**config.mk**
```make
export PLATFORM = sky130hd
export DESIGN_NAME = crc_checked_packet_receiver
export DESIGN_NICKNAME = d
export VERILOG_FILES = /design/src/design/cpr_pkg.sv /design/src/design/cpr_crc32.sv /design/src/design/cpr_out_fifo.sv /design/src/design/cpr_parser.sv /design/src/design/crc_checked_packet_receiver.sv
export VERILOG_INCLUDE_DIRS = /design/src /design/src/design
export SDC_FILE = /design/constraint.sdc
export NUM_CORES = 1
export LEC_CHECK = 0
export BUFFER_PORTS_ARGS = -buffer_cell sky130_fd_sc_hd__clkbuf_2
export CORE_MARGIN = 3
export CORE_UTILIZATION = 55
export CTS_CLUSTER_DIAMETER = 80
export DETAILED_ROUTE_END_ITERATION = 12
export PLACE_DENSITY = 0.69
export SLEW_MARGIN = 20
export SYNTH_ARGS = -nofsm -noshare
export SYNTH_HDL_FRONTEND = slang
export SYNTH_SLANG_ARGS = --single-unit
```
**constraint.sdc**
```tcl
create_clock -name clk -period 8.25 [get_ports clk]
set_input_delay 1.65 -clock clk [delete_from_list [all_inputs] [get_ports clk]]
set_output_delay 1.65 -clock clk [all_outputs]
set_load 0.005 [all_outputs]
```
**src/design/assert_macros.svh**
```systemverilog
// Assertion helpers shared by the RTL. Compiled out for synthesis.
`ifndef ASSERT_MACROS_SVH
`define ASSERT_MACROS_SVH

`ifndef SYNTHESIS
// Checked on every clock edge outside reset.
`define ASSERT_ON(label, clk, rst, prop) \
  label: assert property (@(posedge clk) disable iff (rst) (prop)) \
    else $error("assertion failed");
// Checked on every clock edge, reset included.
`define ASSERT_ALWAYS(label, clk, prop) \
  label: assert property (@(posedge clk) (prop)) \
    else $error("assertion failed");
`else
`define ASSERT_ON(label, clk, rst, prop)
`define ASSERT_ALWAYS(label, clk, prop)
`endif

`endif

```
**src/design/cpr_pkg.sv**
```systemverilog
`default_nettype none

package cpr_pkg;

  localparam int          HEADER_BYTES      = 12;
  localparam logic [31:0] CRC_POLY          = 32'h04C11DB7;
  localparam logic [31:0] CRC_INIT          = 32'hFFFFFFFF;
  localparam logic [31:0] CRC_MSB           = 32'h80000000;
  localparam logic [2:0]  RETRY_LIMIT_RESET = 3'd3;

  localparam logic KIND_SAMPLE  = 1'b0;
  localparam logic KIND_VERDICT = 1'b1;

  typedef enum logic [1:0] {
    VERDICT_NEXT  = 2'd0,
    VERDICT_DONE  = 2'd1,
    VERDICT_RETRY = 2'd2,
    VERDICT_FAIL  = 2'd3
  } verdict_t;

  typedef struct packed {
    logic        kind;
    logic [15:0] sample;
    logic [1:0]  channel;
    verdict_t    verdict;
    logic        last;
  } result_t;

  typedef struct packed {
    logic [1:0] count;
    result_t    first;
    result_t    second;
  } step_t;

  typedef logic [31:0] crc_cols_t [32];

  // Column i of the word-update matrix: the CRC after 32 shifts of a lone bit i.
  function automatic crc_cols_t crc_cols();
    crc_cols_t   cols;
    logic [31:0] c;
    for (int i = 0; i < 32; i++) begin
      c = 32'(1) << i;
      for (int b = 0; b < 32; b++) begin
        if ((c & CRC_MSB) != 32'd0) begin
          c = (c << 1) ^ CRC_POLY;
        end else begin
          c = c << 1;
        end
      end
      cols[i] = c;
    end
    return cols;
  endfunction

  localparam crc_cols_t CRC_COLS = crc_cols();

endpackage

`default_nettype wire

```
**src/design/cpr_crc32.sv**
```systemverilog
`default_nettype none

module cpr_crc32 (
  input  logic [31:0] crc,
  input  logic [31:0] word,
  output logic [31:0] crc_next
);

  logic [31:0] x;

  assign x = crc ^ word;

  always_comb begin
    crc_next = '0;
    for (int i = 0; i < 32; i++) begin
      if (x[i]) begin
        crc_next = crc_next ^ cpr_pkg::CRC_COLS[i];
      end
    end
  end

endmodule

`default_nettype wire

```
**src/design/cpr_out_fifo.sv**
```systemverilog
`default_nettype none
`include "assert_macros.svh"

module cpr_out_fifo (
  input  logic             clk,
  input  logic             rst,
  input  logic [1:0]       push_n,
  input  cpr_pkg::result_t push_a,
  input  cpr_pkg::result_t push_b,
  output logic             space2,
  output logic             out_valid,
  input  logic             out_ready,
  output cpr_pkg::result_t head
);

  localparam int DEPTH = 4;
  localparam int PW    = $clog2(DEPTH);
  localparam int CNTW  = PW + 1;

  cpr_pkg::result_t mem [DEPTH];
  logic [PW-1:0]    wr_ptr;
  logic [PW-1:0]    rd_ptr;
  logic [CNTW-1:0]  count;
  logic             pop;

  assign out_valid = (count != '0);
  assign pop       = out_valid && out_ready;
  assign space2    = (count <= CNTW'(DEPTH - 2));
  assign head      = mem[rd_ptr];

  always_ff @(posedge clk) begin
    if (push_n != 2'd0) begin
      mem[wr_ptr] <= push_a;
    end
    if (push_n == 2'd2) begin
      mem[wr_ptr + PW'(1)] <= push_b;
    end
  end

  always_ff @(posedge clk) begin
    if (rst) begin
      wr_ptr <= '0;
      rd_ptr <= '0;
      count  <= '0;
    end else begin
      wr_ptr <= wr_ptr + PW'(push_n);
      if (pop) begin
        rd_ptr <= rd_ptr + PW'(1);
      end
      count <= count + CNTW'(push_n) - CNTW'(pop);
    end
  end

  `ASSERT_ON(a_count_bound, clk, rst, count <= CNTW'(DEPTH))
  `ASSERT_ON(a_count_track, clk, rst,
    1'b1 |=> count == CNTW'($past(count) + CNTW'($past(push_n)) - CNTW'($past(pop))))

endmodule

`default_nettype wire

```
**src/design/cpr_parser.sv**
```systemverilog
`default_nettype none
`include "assert_macros.svh"

module cpr_parser #(
  parameter int CHANNELS = 4
) (
  input  logic           clk,
  input  logic           rst,
  input  logic           cfg_write_en,
  input  logic [2:0]     cfg_write_data,
  input  logic           step_en,
  input  logic           command,
  input  logic [7:0]     rx_byte,
  output cpr_pkg::step_t step
);

  localparam int            CW      = (CHANNELS > 1) ? $clog2(CHANNELS) : 1;
  localparam logic [CW-1:0] CH_LAST = CW'(CHANNELS - 1);

  localparam logic [3:0] HDR_CRC_END    = 4'd4;
  localparam logic [3:0] HDR_PKT_TOTAL  = 4'd6;
  localparam logic [3:0] HDR_PKT_NUMBER = 4'd7;
  localparam logic [3:0] HDR_SIZE_LO    = 4'd8;
  localparam logic [3:0] HDR_SIZE_HI    = 4'd9;
  localparam logic [3:0] HDR_LAST       = 4'(cpr_pkg::HEADER_BYTES - 1);

  typedef enum logic [1:0] {
    PH_IDLE,
    PH_HEADER,
    PH_PAYLOAD
  } phase_t;

  phase_t        phase,             phase_next;
  logic [3:0]    header_count,      header_count_next;
  logic [31:0]   header_crc,        header_crc_next;
  logic [7:0]    pkt_total,         pkt_total_next;
  logic [7:0]    pkt_number,        pkt_number_next;
  logic [15:0]   payload_size,      payload_size_next;
  logic [15:0]   payload_count,     payload_count_next;
  logic [31:0]   crc_reg,           crc_reg_next;
  logic [23:0]   word_bytes,        word_bytes_next;
  logic [CW-1:0] committed_channel, committed_channel_next;
  logic [CW-1:0] working_channel,   working_channel_next;
  logic [2:0]    retry_count,       retry_count_next;
  logic [2:0]    retry_limit;

  logic [31:0]   crc_word_out;
  logic [CW+1:0] wc_ext;

  cpr_crc32 u_crc (
    .crc      (crc_reg),
    .word     ({rx_byte, word_bytes}),
    .crc_next (crc_word_out)
  );

  assign wc_ext = (CW + 2)'(working_channel);

  always_comb begin
    logic              do_decide;
    logic              has_sample;
    logic [31:0]       got;
    logic [15:0]       cnt_inc;
    logic [1:0]        pos;
    cpr_pkg::verdict_t v;
    cpr_pkg::result_t  sres;
    cpr_pkg::result_t  vres;

    phase_next             = phase;
    header_count_next      = header_count;
    header_crc_next        = header_crc;
    pkt_total_next         = pkt_total;
    pkt_number_next        = pkt_number;
    payload_size_next      = payload_size;
    payload_count_next     = payload_count;
    crc_reg_next           = crc_reg;
    word_bytes_next        = word_bytes;
    committed_channel_next = committed_channel;
    working_channel_next   = working_channel;
    retry_count_next       = retry_count;

    do_decide  = 1'b0;
    has_sample = 1'b0;
    got        = cpr_pkg::CRC_INIT;
    cnt_inc    = payload_count + 16'd1;
    pos        = payload_count[1:0];
    v          = cpr_pkg::VERDICT_NEXT;
    sres       = '0;
    vres       = '0;
    step       = '0;

    if (command) begin
      phase_next             = PH_HEADER;
      header_count_next      = '0;
      header_crc_next        = '0;
      pkt_total_next         = '0;
      pkt_number_next        = '0;
      payload_size_next      = '0;
      payload_count_next     = '0;
      crc_reg_next           = cpr_pkg::CRC_INIT;
      word_bytes_next        = '0;
      committed_channel_next = '0;
      working_channel_next   = '0;
      retry_count_next       = '0;
    end else begin
      case (phase)
        PH_HEADER: begin
          if (header_count < HDR_CRC_END) begin
            header_crc_next[{header_count[1:0], 3'b000} +: 8] = rx_byte;
          end else if (header_count == HDR_PKT_TOTAL) begin
            pkt_total_next = rx_byte;
          end else if (header_count == HDR_PKT_NUMBER) begin
            pkt_number_next = rx_byte;
          end else if (header_count == HDR_SIZE_LO) begin
            payload_size_next[7:0] = rx_byte;
          end else if (header_count == HDR_SIZE_HI) begin
            payload_size_next[15:8] = rx_byte;
          end
          if (header_count >= HDR_LAST) begin
            header_count_next  = '0;
            payload_count_next = '0;
            crc_reg_next       = cpr_pkg::CRC_INIT;
            word_bytes_next    = '0;
            phase_next         = PH_PAYLOAD;
            if (payload_size_next == 16'd0) begin
              do_decide = 1'b1;
              got       = cpr_pkg::CRC_INIT;
            end
          end else begin
            header_count_next = header_count + 4'd1;
          end
        end
        PH_PAYLOAD: begin
          if (pos[0]) begin
            has_sample     = 1'b1;
            sres.kind      = cpr_pkg::KIND_SAMPLE;
            sres.sample    = {rx_byte, pos[1] ? word_bytes[23:16] : word_bytes[7:0]};
            sres.channel   = wc_ext[1:0];
            working_channel_next = (working_channel == CH_LAST) ? '0
                                                                : working_channel + CW'(1);
          end
          if (pos == 2'd3) begin
            crc_reg_next    = crc_word_out;
            word_bytes_next = '0;
          end else begin
            word_bytes_next[{pos, 3'b000} +: 8] = rx_byte;
          end
          payload_count_next = cnt_inc;
          if (cnt_inc >= payload_size) begin
            do_decide = 1'b1;
            got       = (payload_size[1:0] != 2'd0) ? 32'd0 : crc_reg_next;
          end
        end
        default: ;
      endcase
    end

    if (do_decide) begin
      if (got != header_crc_next) begin
        if (retry_count < retry_limit) begin
          v                    = cpr_pkg::VERDICT_RETRY;
          retry_count_next     = retry_count + 3'd1;
          working_channel_next = committed_channel;
          phase_next           = PH_HEADER;
          header_count_next    = '0;
        end else begin
          v          = cpr_pkg::VERDICT_FAIL;
          phase_next = PH_IDLE;
        end
      end else begin
        retry_count_next       = '0;
        committed_channel_next = working_channel_next;
        if (({1'b0, pkt_number_next} + 9'd1) < {1'b0, pkt_total_next}) begin
          v                 = cpr_pkg::VERDICT_NEXT;
          phase_next        = PH_HEADER;
          header_count_next = '0;
        end else begin
          v          = cpr_pkg::VERDICT_DONE;
          phase_next = PH_IDLE;
        end
      end
    end

    vres.kind    = cpr_pkg::KIND_VERDICT;
    vres.verdict = v;
    vres.last    = 1'b1;

    if (has_sample && do_decide) begin
      step.count  = 2'd2;
      step.first  = sres;
      step.second = vres;
    end else if (has_sample) begin
      step.count      = 2'd1;
      step.first      = sres;
      step.first.last = 1'b1;
    end else if (do_decide) begin
      step.count = 2'd1;
      step.first = vres;
    end
  end

  always_ff @(posedge clk) begin
    if (rst) begin
      retry_limit <= cpr_pkg::RETRY_LIMIT_RESET;
    end else if (cfg_write_en) begin
      retry_limit <= cfg_write_data;
    end
  end

  always_ff @(posedge clk) begin
    if (rst) begin
      phase             <= PH_IDLE;
      header_count      <= '0;
      header_crc        <= '0;
      pkt_total         <= '0;
      pkt_number        <= '0;
      payload_size      <= '0;
      payload_count     <= '0;
      crc_reg           <= cpr_pkg::CRC_INIT;
      word_bytes        <= '0;
      committed_channel <= '0;
      working_channel   <= '0;
      retry_count       <= '0;
    end else if (step_en) begin
      phase             <= phase_next;
      header_count      <= header_count_next;
      header_crc        <= header_crc_next;
      pkt_total         <= pkt_total_next;
      pkt_number        <= pkt_number_next;
      payload_size      <= payload_size_next;
      payload_count     <= payload_count_next;
      crc_reg           <= crc_reg_next;
      word_bytes        <= word_bytes_next;
      committed_channel <= committed_channel_next;
      working_channel   <= working_channel_next;
      retry_count       <= retry_count_next;
    end
  end

  `ASSERT_ON(a_idle_silent, clk, rst,
    step_en && !command && phase == PH_IDLE |-> step.count == 2'd0)
  `ASSERT_ON(a_pair_order, clk, rst,
    step.count == 2'd2 |-> step.first.kind == cpr_pkg::KIND_SAMPLE &&
      step.second.kind == cpr_pkg::KIND_VERDICT && !step.first.last)
  `ASSERT_ON(a_start_clears, clk, rst,
    step_en && command |=> phase == PH_HEADER && retry_count == 3'd0 &&
      header_count == 4'd0)

endmodule

`default_nettype wire

```
**src/design/crc_checked_packet_receiver.sv**
```systemverilog
// CRC-checked packet receiver.
// Input channel (in_valid/in_ready): one beat carries command and rx_byte.
// command 1 starts a transfer; command 0 delivers a link byte. Each packet is
// a 12-byte header (CRC, count, index, size) followed by the payload bytes.
// Output channel (out_valid/out_ready): one beat per result, either a 16-bit
// sample with its channel (kind 0) or a packet verdict (kind 1); last marks
// the final result caused by one input beat. A byte may cause two results.
// Each input beat is registered, and its results are queued for the output.
// Throughput: one input beat per cycle while two entries are free; the payload CRC
// is a combinational XOR matrix per 32-bit word; one result out per ready cycle.
// A four-entry result queue sits behind the parser; an input beat is taken
// only while two entries are free, so a stalled receiver backs up into
// in_ready after the queue and the input register fill.
// cfg_write_en/cfg_write_data set the resend limit (reset 3); write only when idle.
// Reset (rst, synchronous) empties the queue and returns the parser to idle.
`default_nettype none

module crc_checked_packet_receiver #(
  parameter int CHANNELS = 4
) (
  input  logic        clk,
  input  logic        rst,
  input  logic        cfg_write_en,
  input  logic [2:0]  cfg_write_data,
  input  logic        in_valid,
  output logic        in_ready,
  input  logic        command,
  input  logic [7:0]  rx_byte,
  output logic        out_valid,
  input  logic        out_ready,
  output logic        kind,
  output logic [15:0] sample,
  output logic [1:0]  channel,
  output logic [1:0]  verdict,
  output logic        last
);

  logic             ireg_valid;
  logic             ireg_command;
  logic [7:0]       ireg_byte;
  logic             step_en;
  logic             space2;
  logic [1:0]       push_n;
  cpr_pkg::step_t   step;
  cpr_pkg::result_t head;

  assign step_en  = ireg_valid && space2;
  assign in_ready = !ireg_valid || step_en;
  assign push_n   = step_en ? step.count : 2'd0;

  always_ff @(posedge clk) begin
    if (rst) begin
      ireg_valid <= 1'b0;
    end else if (in_ready) begin
      ireg_valid <= in_valid;
    end
  end

  always_ff @(posedge clk) begin
    if (in_valid && in_ready) begin
      ireg_command <= command;
      ireg_byte    <= rx_byte;
    end
  end

  cpr_parser #(
    .CHANNELS (CHANNELS)
  ) u_parser (
    .clk            (clk),
    .rst            (rst),
    .cfg_write_en   (cfg_write_en),
    .cfg_write_data (cfg_write_data),
    .step_en        (step_en),
    .command        (ireg_command),
    .rx_byte        (ireg_byte),
    .step           (step)
  );

  cpr_out_fifo u_fifo (
    .clk       (clk),
    .rst       (rst),
    .push_n    (push_n),
    .push_a    (step.first),
    .push_b    (step.second),
    .space2    (space2),
    .out_valid (out_valid),
    .out_ready (out_ready),
    .head      (head)
  );

  assign kind    = head.kind;
  assign sample  = head.sample;
  assign channel = head.channel;
  assign verdict = head.verdict;
  assign last    = head.last;

endmodule

`default_nettype wire

```
==> results.tsv, run 1 <==
stage	metric	value	unit
run_status	status	completed	
power	clock power share	41.3	%
power	P_int	2.45	mW
layout	Area Growth Syn to Fin	9.27	%
power	Final Power	3.41	mW
synth	largest family of logic cells by synthesized area	XOR/XNOR gates	
power	Peak VDD IR	159	uV
global_routing	antenna violations before repair	0	
floorplan	num rows	62	
critical_path	Arr. time, crit path	7.59	ns
synth	Yosys top cell by area	dfxtp_1	
power	Seq pwr share	38.8	%
synth	mux contribution to synthesized area	5.12	%
drt	Wirelength per Cell	22.6	um
sta	RSZ-0062 raised after global routing	no	
layout	share of post-route cells with drive strength above 1	10.0	%
power	Pwr Density	188	nW/um^2
global_routing	vias in the first global route	13000	
layout	most frequent cells in the layout	dfxtp_1, nand2_1, nor2_1	
sta	min cycle time layout	7.21	ns
clocking	H-tree levels	1	
layout	max reg flops	88	
sta	final setup fails	0	
synth	post-synth top area share	28.2	%
synth	Synth Area in Compound Gates	19.1	%
critical_path	flop2flop setup slack	1.04	ns
synth	post-synthesis adder-cell area fraction	3.59	%
clocking	Num CTS Buffers	30	
sta	max-slew violations	0	
run	MaxCap Viol Count	0	
floorplan	num ports	41	
power	Switch Pwr	0.966	mW
placement	PortBufs	40	
critical_path	RR Endpoint	u_fifo.mem[3][1]	
critical_path	startpoint types	flop	
critical_path	Critical Path Source	u_parser.payload_count[1]	
critical_path	CP Capture Type	flop	
power	combinational share of power	19.9	%
sta	Final Cycle Share	87.4	%
layout	commonest non-fill, non-tap cell in the layout	dfxtp_1	
synth	ys async rst share	0	%
layout	Final Util	62.0	%
global_routing	largest net degree at the start of global routing	85	
synth	Post-synth EDFFs	25	
synth	Post-synth top flop	dfxtp_1	
placement	HPWL Detailed	34400	um
hold_path	Worst Hold Class	flop to flop	
drt	Remaining DRCs	0	
sta	Worst Max-Slew Pin Slew	1.02	ns
floorplan	Die W	180	um
clocking	Setup Buffers After CTS	0	
synth	post-synthesis xor/xnor area fraction	19.4	%
synth	Unique masters post-synth	83	
critical_path	R2R depth	22	
synth	Post-Synth Simple-Gate Area	16.4	%
sta	FMAX	139	MHz
layout	ANT cells	0	
drt	Routed Wire Length	49200	um
critical_path	WP data required	8.63	ns
drt	DRT Pass-1 Iters	6	
floorplan	core area	29200	um^2
layout	Nets	1835	
synth	Cells after Synth	1789	
critical_path	CP Class	flop to flop	
synth	synth warn	0	
synth	mapped cell area	16600	um^2
hold_path	Hold Path Depth	2	
drt	Antenna Nets Post-Route	0	
global_routing	first-pass GRT wire length	76600	um
synth	sequential share of the synthesized area	32.8	%
clocking	Clock transition at path regs	0.06	ns
sta	Hold Fails Final Rpt	0	
synth	register bit count reported by yosys	259	
power	switching part of the total	28.3	%
sta	Fin Setup TNS	0	ns
drt	vias per cell	6.40	
power	leakage	6.91	nW
sta	Max-slew headroom	31.6	%
synth	Post-Syn Nets	1853	
floorplan	Die Y	180	um
hold_path	hold path endpoint	u_parser.header_crc[11]	
synth	Synth area leaders	dfxtp_1, xnor3_1, xnor2_1	
sta	clk_skew	0.0238	ns
global_routing	Total GRT Usage	29.4	%
global_routing	grt ovf	0	
floorplan	Initial Utilization	56.7	%
clocking	CTS tree	yes	
floorplan	die area	32300	um^2
clocking	clk sink count	259	
clocking	CTS Buffer Depth	3	
critical_path	CP max FO	30	
clocking	post_cts resized	0	
placement	gpl congestion	0.959	
synth	syn avg cell area	9.27	um^2
layout	Fillers	2473	
drt	via count	14000	
clocking	Hold-fix buffers, CTS	0	
clocking	Worst-Skew Late Latency	0.56	ns
drt	Detailed Route Iter0 Violations	1682	
critical_path	R2R Path Start	u_parser.payload_count[1]	
clocking	Root Driver	clkbuf_16	
sta	WHS	0.455	ns
hold_path	min-delay src	u_parser.header_crc[11]	
[routing by layer]
metal / track usage (%) / vias to the layer above / routed length, um
met5: 0 / - / 0
met4: 8.91 / 0 / 1620
met3: 5.48 / 106 / 4410
met2: 44.9 / 600 / 21700
met1: 42.7 / 6739 / 21500
li1: - / 6509 / -
[worst max-delay path, cell delays in order (launching register included)]
cell and delay, ns:
dfxtp_1 0.74, and3_1 0.35, and3_1 0.27, and3_1 0.26
and3_1 0.25, and3_1 0.24, and3_1 0.25, nand3_1 0.11
xnor2_1 0.21, ha_1 0.30, a21oi_1 0.23, o21ai_0 0.18
a22oi_1 0.30, and2_1 0.83, a2111oi_0 0.14, or4_1 0.51
nor3_1 0.16, nand4_1 0.11, or4_4 0.60, nor2_8 0.15
mux2i_1 0.39, nand3_1 0.16, o32ai_1 0.29
[stage by stage]
step	area [um^2]	worst slack, ns	std cells
6_report	18100	1.04	2179
5_1_grt	18100	0.491	2179
4_1_cts	18100	1.15	2179
3_5_place_dp	17000	1.33	2123
3_3_place_gp	17000	1.52	2123
2_1_floorplan	16600	1.91	1789
[worst max-delay path by stage]
stage / cells after the start / to
final: 22 / u_fifo.mem[3][1]
after global routing: 22 / u_fifo.mem[3][1]
after CTS: 22 / u_parser.header_count[0]
after detailed placement: 22 / u_parser.header_count[0]
after global placement: 22 / u_fifo.mem[3][1]
after floorplan: 26 / u_parser.header_count[0]
[Yosys cell counts, types with 7 or more instances]
cell type  count
inv_1         41
a32oi_1       20
nor2_1       180
nor4_1        15
nand3_1       58
ha_1          46
edfxtp_1      25
nand2b_1      13
xnor2_2       11
nand4_1       15
and3_1        21
nand2_1      190
a22oi_1       44
a211oi_1      10
a32o_1        36
nor3b_1        8
nor2b_1        7
mux2i_1       27
nor3_1        20
a21oi_1      106
and2_1        11
xor3_1        11
a31oi_1        8
o21ai_0       55
nand3b_1      10
xnor2_1      112
dfxtp_1      234
a21o_1        17
a22o_1        48
xnor3_1       62
clkbuf_1     101
o2bb2ai_1      8
xor2_1        38
o211ai_1      10
o22ai_1       21
mux4_2        22
buf_1         15
[logic make-up after synthesis]
group | after synthesis
AND/OR/NAND/NOR | 583
AO/OA/AOI/OAI | 447
flip-flops | 259
XOR/XNOR | 237
buffers and inverters | 160
multiplexers | 56
adder cells (fa/ha/maj) | 47
[final cells by class]
type	instances	area (um^2)	area share, %
well taps	384	480	2.65
flip-flops and latches	259	5440	30.0
inverters	42	158	0.870
clock inverters	16	191	1.06
repair buffers	68	413	2.28
clock buffers	40	871	4.81
multi-input cells	1370	10600	58.3
[power by group through the flow]
stage | Sequential (mW) | Clock, mW | Combinational (mW)
after floorplan | 1.34 | 0 | 0.497
after global placement | 1.35 | 0 | 0.664
after detailed placement | 1.35 | 0 | 0.668
after CTS | 1.32 | 1.43 | 0.671
after global routing | 1.33 | 1.48 | 0.723
final | 1.33 | 1.41 | 0.679
Power figures use the tool's default switching activity.
==> run 2, diff against run 1 <==
--- a/config.mk
+++ b/config.mk
@@ -11,6 +11,7 @@
 export CORE_UTILIZATION = 55
 export CTS_CLUSTER_DIAMETER = 80
 export DETAILED_ROUTE_END_ITERATION = 12
+export GPL_TIMING_DRIVEN = 0
 export PLACE_DENSITY = 0.69
 export SLEW_MARGIN = 20
 export SYNTH_ARGS = -nofsm -noshare
==> results.tsv, run 2 (synthesized netlist as in run 1, its figures left out) <==
stage	metric	value	unit	change
run_status	status	completed		
hold_path	Hold Path Depth	2		unchanged
layout	Fillers	2512		+1.6%
critical_path	Crit path top cell by count	and3_1		
power	Pwr Density	186	nW/um^2	-1.2%
clocking	H-tree levels	1		unchanged
sta	FMAX	129	MHz	-7.2%
floorplan	die area	32300	um^2	unchanged
critical_path	Arr. time, crit path	8.03	ns	+0.44 ns
critical_path	Worst path depth	26		+18%
clocking	Worst-Skew Late Latency	0.57	ns	about the same
hold_path	Worst Hold Class	flop to flop		
global_routing	antenna violations before repair	0		unchanged
sta	clk_skew	0.0359	ns	+0.0122 ns
global_routing	Total GRT Usage	33.0	%	+3.6 points
layout	post-route insts no fill	2269		+4.1%
drt	Routed Wire Length	55400	um	+13%
global_routing	first-pass GRT wire length	84200	um	+9.9%
layout	most frequent cells in the layout	dfxtp_1, nand2_1, nor2_1		
critical_path	crit-path leading delay family	simple AND/OR/NAND/NOR gates		
clocking	clk sink count	259		unchanged
floorplan	num rows	62		unchanged
clocking	Hold-fix buffers, CTS	0		unchanged
critical_path	startpoint types	flop		
floorplan	Die Y	180	um	unchanged
layout	final instance area	18300	um^2	+1.1%
clocking	Clock transition at path regs	0.06	ns	about the same
critical_path	Critical Path Slowest Stage Cell	dfxtp_1		
floorplan	Initial Utilization	56.7	%	unchanged
drt	Wirelength per Cell	24.4	um	+8.1%
global_routing	vias in the first global route	14100		+7.9%
placement	gpl congestion	0.994		+3.7%
drt	via count	14800		+6.1%
placement	Area after DPL	17300	um^2	+1.3%
layout	commonest non-fill, non-tap cell in the layout	dfxtp_1		
sta	max-slew violations	0		unchanged
critical_path	WP buf/inv	7		+7
clocking	Setup Buffers After CTS	0		unchanged
layout	sequential cell area	5440	um^2	about the same
critical_path	CP max FO	10		-67%
global_routing	grt ovf	0		unchanged
placement	PortBufs	40		unchanged
sta	RSZ-0062 raised after global routing	no		
drt	DRT Pass-1 Iters	6		unchanged
drt	vias per cell	6.53		+1.9%
layout	share of post-route cells with drive strength above 1	8.01	%	-2.0 points
clocking	Root Driver	clkbuf_16		
critical_path	CP max stage delay	0.53	ns	-0.30 ns
layout	Area Growth Syn to Fin	10.4	%	
layout	ANT cells	0		unchanged
clocking	CTS tree	yes		
sta	Max-slew headroom	28.7	%	-2.9 points
clocking	CTS Buffer Depth	3		unchanged
drt	Remaining DRCs	0		unchanged
critical_path	CP Class	flop to flop		
floorplan	num ports	41		unchanged
sta	min cycle time layout	7.77	ns	+0.557 ns
placement	Inst Count DP	2213		+4.2%
sta	final setup fails	0		unchanged
layout	max reg flops	88		unchanged
power	Peak VDD IR	162	uV	+1.7%
drt	Antenna Nets Post-Route	0		unchanged
clocking	post_cts resized	5		+5
placement	HPWL Detailed	41000	um	+19%
floorplan	core area	29200	um^2	unchanged
critical_path	R2R depth	26		+18%
sta	Hold Fails Final Rpt	0		unchanged
power	leakage	6.91	nW	about the same
critical_path	WP data required	8.51	ns	-0.12 ns
layout	Nets	1925		+4.9%
layout	multi-input logic area	10600	um^2	about the same
sta	Worst Max-Slew Pin Slew	1.06	ns	+0.0334 ns
critical_path	CP Capture Type	flop		
floorplan	Die W	180	um	unchanged
global_routing	largest net degree at the start of global routing	15		-82%
drt	Detailed Route Iter0 Violations	1865		+11%
run	MaxCap Viol Count	0		unchanged
sta	Final Cycle Share	94.2	%	+6.8 points
clocking	Num CTS Buffers	30		unchanged
-- run 2: final cells by class --
class	count	share of cell area, %
buffer	118	2.47
inverter	42	0.861
clock inverter	14	0.813
clock buffer	42	4.74
timing repair buffer	40	1.09
tap	384	2.62
sequential	259	29.7
multi-input combinational	1370	57.7
-- run 2: layer usage --
layer,track usage (%),wire (um),part of all wire (%),vias up
met2,51.2,24400,44,795
met1,47.1,23700,43,7192
li1,-,-,-,6690
met3,5.13,5130,9.3,133
met4,11.4,2060,3.7,0
met5,0,0,0,-
-- run 2: power by group --
| group | switching (mW) | internal (mW) |
|---|---|---|
| logic | 0.429 | 0.293 |
| registers | 0.0246 | 1.29 |
| clock network | 0.545 | 0.825 |
| total | 0.998 | 2.41 |
-- run 2: worst paths after layout --
path	from	endpoint	slack, ns
max	u_parser.payload_count[0]	u_fifo.mem[0][1]	0.48
min	u_parser.header_crc[19]	u_parser.header_crc[19]	0.46
min reg2reg	u_parser.header_crc[19]	u_parser.header_crc[19]	0.46
max reg2reg	u_parser.payload_count[0]	u_fifo.mem[0][1]	0.48
-- run 2: worst register-to-register path, delay by kind of cell (launching register included) --
kind	cells	cell delay (ns)
flops	1	0.53
simple gates	12	2.81
fa+ha+maj	3	0.85
xor+xnor	1	0.16
buf+inv	7	2.12
compound gates	3	1.00
-- run 2: through the flow --
| step | hold slack, ns | setup slack (ns) | util (%) | TNS (ns) | power, mW |
|---|---|---|---|---|---|
| after detailed placement | 0.449 | -0.353 | 59.1 | -3.90 | 2.05 |
| final | 0.461 | 0.479 | 62.6 | 0 | 3.41 |
| after CTS | 0.457 | 0.169 | 62.6 | 0 | 3.41 |
| after global placement | 0.442 | -0.332 | 59.0 | -3.83 | 2.05 |
| after global routing | 0.475 | 0.0113 | 62.6 | 0 | 3.51 |
| after floorplan | 0.436 | 1.91 | - | 0 | 1.83 |
